File: src/design/ffa_pkg.sv
`timescale 1ns / 1ps

package ffa_pkg;

  localparam int FREE_ENTRIES    = 16;
  localparam int USED_ENTRIES    = 16;
  localparam int HEADER_BYTES    = 16;
  // paragraph and grain are powers of two, rounding is done with masks
  localparam int PARAGRAPH_BYTES = 16;
  localparam int ALLOC_GRAIN     = 16;

  localparam int FI_W  = (FREE_ENTRIES > 1) ? $clog2(FREE_ENTRIES) : 1;
  localparam int UI_W  = (USED_ENTRIES > 1) ? $clog2(USED_ENTRIES) : 1;
  localparam int FC_W  = $clog2(FREE_ENTRIES + 1);
  localparam int UC_W  = $clog2(USED_ENTRIES + 1);
  localparam int IDX_W = (FC_W > UC_W) ? FC_W : UC_W;

  localparam int CFG_IDX_W = 2;
  localparam logic [CFG_IDX_W-1:0] REG_HEAP_START = 2'd0;
  localparam logic [CFG_IDX_W-1:0] REG_HOLE_START = 2'd1;
  localparam logic [CFG_IDX_W-1:0] REG_HOLE_END   = 2'd2;
  localparam logic [CFG_IDX_W-1:0] REG_MEM_END    = 2'd3;

  localparam logic [1:0] MODE_INIT  = 2'd0;
  localparam logic [1:0] MODE_ALLOC = 2'd1;
  localparam logic [1:0] MODE_FREE  = 2'd2;
  localparam logic [1:0] MODE_NOP   = 2'd3;

  localparam logic [2:0] ST_OK      = 3'd0;
  localparam logic [2:0] ST_BAD     = 3'd1;
  localparam logic [2:0] ST_NOFIT   = 3'd2;
  localparam logic [2:0] ST_UNKNOWN = 3'd3;
  localparam logic [2:0] ST_FULL    = 3'd4;

  typedef enum logic [3:0] {
    OP_NONE,
    OP_LATCH,
    OP_INIT,
    OP_A_STEP,
    OP_A_TAKE,
    OP_U_STEP,
    OP_U_HIT,
    OP_F_STEP,
    OP_F_STOP,
    OP_F_CHECK,
    OP_F_APPLY
  } dp_op_e;

  typedef struct packed {
    logic [1:0]        mode;
    logic signed [31:0] request_bytes;
    logic [31:0]       block_address;
  } in_item_t;

  typedef struct packed {
    logic [31:0] data_address;
    logic [2:0]  status;
  } out_item_t;

  typedef struct packed {
    dp_op_e     op;
    logic       set_stat;
    logic [2:0] stat;
    logic       load_out;
  } ffa_cmd_t;

  typedef struct packed {
    logic [1:0] mode;
    logic       bad_size;
    logic       used_full;
    logic       a_end;
    logic       a_fit;
    logic       u_end;
    logic       u_hit;
    logic       f_adv;
    logic       f_full;
  } ffa_stat_t;

endpackage

File: src/design/ffa_ctrl.sv
`timescale 1ns / 1ps

module ffa_ctrl import ffa_pkg::*; (
  input  logic      clk_i,
  input  logic      rst_ni,
  input  logic      in_valid_i,
  output logic      in_stall_o,
  output logic      out_valid_o,
  input  logic      out_stall_i,
  input  ffa_stat_t stat_i,
  output ffa_cmd_t  cmd_o
);

  localparam logic [3:0] S_IDLE    = 4'd0;
  localparam logic [3:0] S_DISP    = 4'd1;
  localparam logic [3:0] S_A_SCAN  = 4'd2;
  localparam logic [3:0] S_A_TAKE  = 4'd3;
  localparam logic [3:0] S_U_SCAN  = 4'd4;
  localparam logic [3:0] S_F_SCAN  = 4'd5;
  localparam logic [3:0] S_F_CHECK = 4'd6;
  localparam logic [3:0] S_F_APPLY = 4'd7;
  localparam logic [3:0] S_DONE    = 4'd8;

  logic [3:0] state_q, state_d;
  logic       ovalid_q, ovalid_d;

  assign in_stall_o  = (state_q != S_IDLE);
  assign out_valid_o = ovalid_q;

  always_comb begin
    state_d      = state_q;
    ovalid_d     = ovalid_q;
    cmd_o        = '0;
    cmd_o.op     = OP_NONE;
    cmd_o.stat   = ST_OK;
    if (ovalid_q && !out_stall_i) ovalid_d = 1'b0;
    case (state_q)
      S_IDLE: begin
        if (in_valid_i) begin
          cmd_o.op = OP_LATCH;
          state_d  = S_DISP;
        end
      end
      S_DISP: begin
        case (stat_i.mode)
          MODE_INIT: begin
            cmd_o.op       = OP_INIT;
            cmd_o.set_stat = 1'b1;
            cmd_o.stat     = ST_OK;
            state_d        = S_DONE;
          end
          MODE_ALLOC: begin
            if (stat_i.bad_size) begin
              cmd_o.set_stat = 1'b1;
              cmd_o.stat     = ST_BAD;
              state_d        = S_DONE;
            end else if (stat_i.used_full) begin
              cmd_o.set_stat = 1'b1;
              cmd_o.stat     = ST_FULL;
              state_d        = S_DONE;
            end else begin
              state_d = S_A_SCAN;
            end
          end
          MODE_FREE: state_d = S_U_SCAN;
          default: begin
            cmd_o.set_stat = 1'b1;
            cmd_o.stat     = ST_OK;
            state_d        = S_DONE;
          end
        endcase
      end
      S_A_SCAN: begin
        if (stat_i.a_end) begin
          cmd_o.set_stat = 1'b1;
          cmd_o.stat     = ST_NOFIT;
          state_d        = S_DONE;
        end else if (stat_i.a_fit) begin
          state_d = S_A_TAKE;
        end else begin
          cmd_o.op = OP_A_STEP;
        end
      end
      S_A_TAKE: begin
        cmd_o.op       = OP_A_TAKE;
        cmd_o.set_stat = 1'b1;
        cmd_o.stat     = ST_OK;
        state_d        = S_DONE;
      end
      S_U_SCAN: begin
        if (stat_i.u_end) begin
          cmd_o.set_stat = 1'b1;
          cmd_o.stat     = ST_UNKNOWN;
          state_d        = S_DONE;
        end else if (stat_i.u_hit) begin
          cmd_o.op = OP_U_HIT;
          state_d  = S_F_SCAN;
        end else begin
          cmd_o.op = OP_U_STEP;
        end
      end
      S_F_SCAN: begin
        if (stat_i.f_adv) begin
          cmd_o.op = OP_F_STEP;
        end else begin
          cmd_o.op = OP_F_STOP;
          state_d  = S_F_CHECK;
        end
      end
      S_F_CHECK: begin
        cmd_o.op = OP_F_CHECK;
        state_d  = S_F_APPLY;
      end
      S_F_APPLY: begin
        cmd_o.set_stat = 1'b1;
        if (stat_i.f_full) begin
          cmd_o.stat = ST_FULL;
        end else begin
          cmd_o.op   = OP_F_APPLY;
          cmd_o.stat = ST_OK;
        end
        state_d = S_DONE;
      end
      S_DONE: begin
        // output register free or draining this cycle
        if (!ovalid_q || !out_stall_i) begin
          cmd_o.load_out = 1'b1;
          ovalid_d       = 1'b1;
          state_d        = S_IDLE;
        end
      end
      default: state_d = S_IDLE;
    endcase
  end

  always_ff @(posedge clk_i or negedge rst_ni) begin
    if (!rst_ni) begin
      state_q  <= S_IDLE;
      ovalid_q <= 1'b0;
    end else begin
      state_q  <= state_d;
      ovalid_q <= ovalid_d;
    end
  end

endmodule

File: config.mk
export PLATFORM = sky130hd
export DESIGN_NAME = ffa_ctrl
export DESIGN_NICKNAME = d
export VERILOG_FILES = /design/src/design/ffa_pkg.sv /design/src/design/ffa_ctrl.sv
export SDC_FILE = /design/constraint.sdc
export NUM_CORES = 1
export LEC_CHECK = 0
export ABC_AREA = 1
export BUFFER_PORTS_ARGS = -buffer_cell sky130_fd_sc_hd__buf_4
export CORE_AREA = 2 2 39 41
export DETAILED_ROUTE_END_ITERATION = 6
export DIE_AREA = 0 0 41 43
export PLACE_DENSITY = 0.79
export SLEW_MARGIN = 15
export SYNTH_ARGS = -nofsm -noshare
export SYNTH_HDL_FRONTEND = slang
export SYNTH_SLANG_ARGS = --single-unit
File: constraint.sdc
create_clock -name clk_i -period 2.9 [get_ports clk_i]
set_clock_uncertainty 0.1 [all_clocks]
set_input_delay 0.725 -clock clk_i [delete_from_list [all_inputs] [get_ports clk_i]]
set_output_delay 0.725 -clock clk_i [all_outputs]
set_load 0.01 [all_outputs]
==> results.rst <==
.. list-table::
   :header-rows: 1

   * - Metric
     - Value
   * - Status
     - completed
   * - # hold bufs at CTS
     - 0
   * - Filler cell count
     - 150
   * - First-pass GRT wire length
     - 2540 um
   * - Post-Route Setup TNS
     - 0 ns
   * - Per-cell routed wire length
     - 10.8 um
   * - Combined area of all synthesized cells
     - ~570 sq um
   * - Crit Path Category
     - input port to output pin
   * - Largest net degree at the start of global routing
     - 6
   * - Worst Max-Slew Pin Slew
     - about 0.3 ns
   * - Clock buffers created by TritonCTS
     - 3
   * - Total Wirelength
     - approximately 1500 um
   * - GRT Resource Usage Total
     - about 20%
   * - Initial antenna violation count
     - 0
   * - Port buffer count
     - 24
   * - Number of global-route vias before repair
     - about 660
   * - Syn nets
     - 110
   * - Die area
     - 0.00176 sq mm
   * - Die W
     - 41 um
   * - Number of placed I/O pins
     - 25
   * - Startpoint Class
     - input port
   * - Critical path data arrival time
     - 1.74 ns
   * - Max Cap Violations
     - 0
   * - Net count reported at finish
     - 139
   * - Synth unique cells
     - 20
   * - Cell leakage power
     - 0.464 nW
   * - Total number of vias
     - 667
   * - Layout Area Growth over Synthesis
     - 40.0%
   * - Maximum number of buffers from clock root to sink
     - 2
   * - Via/cell ratio
     - 4.90
   * - Minimum period implied by the final worst setup slack
     - 2.56 ns
   * - Antenna diodes
     - 0
   * - Area inside the core boundary
     - 0.00138 sq mm
   * - Weighted congestion reported at the end of routability-driven placement
     - 0.841
   * - Total congestion overflow after global routing
     - 0
   * - Share of layout cells above drive strength 1
     - between 30% and 40%
   * - CTS tree
     - done
   * - Worst slack on hold paths
     - around 0.17 ns
   * - Slack of the worst reg-to-reg path
     - 1.56 ns
   * - Critical path required time
     - between 2 and 2.5 ns
   * - CTS clk-pin slew, worst paths
     - ~0.040 ns
   * - Final HPWL from detailed placement
     - around 1300 um
   * - Peak supply drop
     - 0.000334 V
   * - Synth warnings
     - 0
   * - Share of the clock period used by the worst path
     - 88.3%
   * - Seq/Total Area, Yosys
     - 22.1%
   * - Avg Cell Area, Syn
     - 6.15 sq um
   * - Worst rel slew slack
     - between 70 and 80%
   * - Setup crit end kind
     - output pin
   * - PwrDens
     - around 810 mW/mm^2
   * - Cell at the root of the clock tree
     - clkbuf_4
   * - Count of pins over their slew limit
     - 0
   * - Clock insertion delay at the later pin of the skew report
     - ~0.24 ns
   * - Flip-flop and latch count after synthesis
     - 5
   * - Row Count
     - 14
   * - Maximum fanout count along the critical path
     - 3
   * - Clock net sink count
     - 5
   * - Final setup vio count
     - 0
   * - First DRT Iteration DRCs
     - 16
   * - Buffer count from post-CTS setup fixing
     - 0
   * - Setup repair after global routing missed its margin
     - no
   * - Number of instances in the synthesized netlist
     - 92
   * - Fin. Hold Viols
     - 0
   * - Residual DRC count
     - 0
   * - Most common library cell in the layout ignoring fill and taps
     - buf_4
   * - Most frequent cells in the layout
     - buf_4, nand2_1, inv_1, nor2_1, nand3_1
   * - Starting utilization of the core area
     - 40.9%
   * - Fmax achieved
     - 0.391 GHz
   * - H-tree levels
     - 1
   * - Die Span Y
     - around 43 um
   * - First-pass iteration count of the detailed router
     - 4
   * - Antenna Nets Post-Route
     - 0
   * - Post-cts sizing count
     - 0
   * - Class of the tightest hold or removal check
     - input port to asynchronous set/reset pin
==> layout make-up <==
type	instances	area [sq um]	share of cell area (%)
clock buffer	4	26.3	3.32
inverter	17	63.8	8.06
sequential	5	125	15.8
timing repair buffer	24	180	22.7
tap	16	20.0	2.53
multi-input combinational	70	377	47.6
==> routing by layer <==
metal / routed length, um / part of all wire (%) / global-route usage, %
met2: 777 / 53 / 33.4
met1: 606 / 41 / 24.6
met3: 78 / 5.3 / 3.66
met5: 0 / 0 / 0
met4: 9 / 0.61 / 6.00
==> flip-flops by register name, summed over array words and instances (netlist names) <==
| signal | flops |
|---|---|
| state_q | 4 |
| out_valid_o | 1 |
==> path summary, 6_finish.rpt <==
path                                  start           to  cells past startpoint
max in group asynchronous            rst_ni   state_q[3]                      1
worst max register to register   state_q[3]   state_q[0]                      7
worst min-delay path                 rst_ni   state_q[0]                      1
worst min register to register  out_valid_o  out_valid_o                      2
min in group clk_i              out_valid_o  out_valid_o                      2
worst max-delay path              stat_i[9]     cmd_o[4]                      9
==> synth_stat cells <==
cell type	instances	area, sq um
nand4_1	2	12.5
dfrtp_1	5	125
o21ai_1	1	5.00
nor3_1	1	5.00
nand3_2	3	30.0
nand2_2	2	12.5
o211ai_1	1	7.51
inv_2	4	15.0
nand3b_1	1	7.51
o21ai_0	2	10.0
o221ai_1	1	8.76
nand2_1	23	86.3
inv_1	13	48.8
nor2_4	1	11.3
o31ai_1	1	7.51
ha_1	4	50.1
nand3_1	10	50.1
nor2_2	3	18.8
nor2_1	13	48.8
a21oi_1	1	5.00
==> through the flow <==
stage / cells / power [mW] / instance area (sq um) / utilization [%] / setup slack [ns]
2_1_floorplan: 92 / 0.404 / 566 / - / 0.670
3_3_place_gp: 132 / 0.556 / 766 / 55.3 / 0.407
3_5_place_dp: 132 / 0.564 / 766 / 55.3 / 0.348
4_1_cts: 136 / 0.649 / 792 / 57.2 / 0.346
5_1_grt: 136 / 0.717 / 792 / 57.2 / 0.198
6_report: 136 / 0.645 / 792 / 57.2 / 0.339
==> where the power goes <==
group | internal [mW] | switching, mW | total (mW)
combinational | 0.174 | 0.255 | 0.429
sequential | 0.0998 | 0.0340 | 0.134
clock | 0.0521 | 0.0298 | 0.0819
==> kinds of logic after synthesis <==
kind of cell | after synthesis | synth area share, %
buffers and inverters | 17 | 11.3
adders and majority gates | 4 | 8.85
AOI/OAI and AO/OA | 7 | 7.74
and+or+nand+nor | 59 | 50.0
DFF | 5 | 22.1
==> worst max-delay path, cell delays in order <==
cell and delay (ns):
buf_4 0.12, inv_1 0.07, ha_1 0.17, inv_1 0.07, nor3_1 0.20, inv_1 0.06
nand3_1 0.10, nand3_1 0.08, buf_4 0.14
Note: power is estimated with default switching activity, not from simulation.
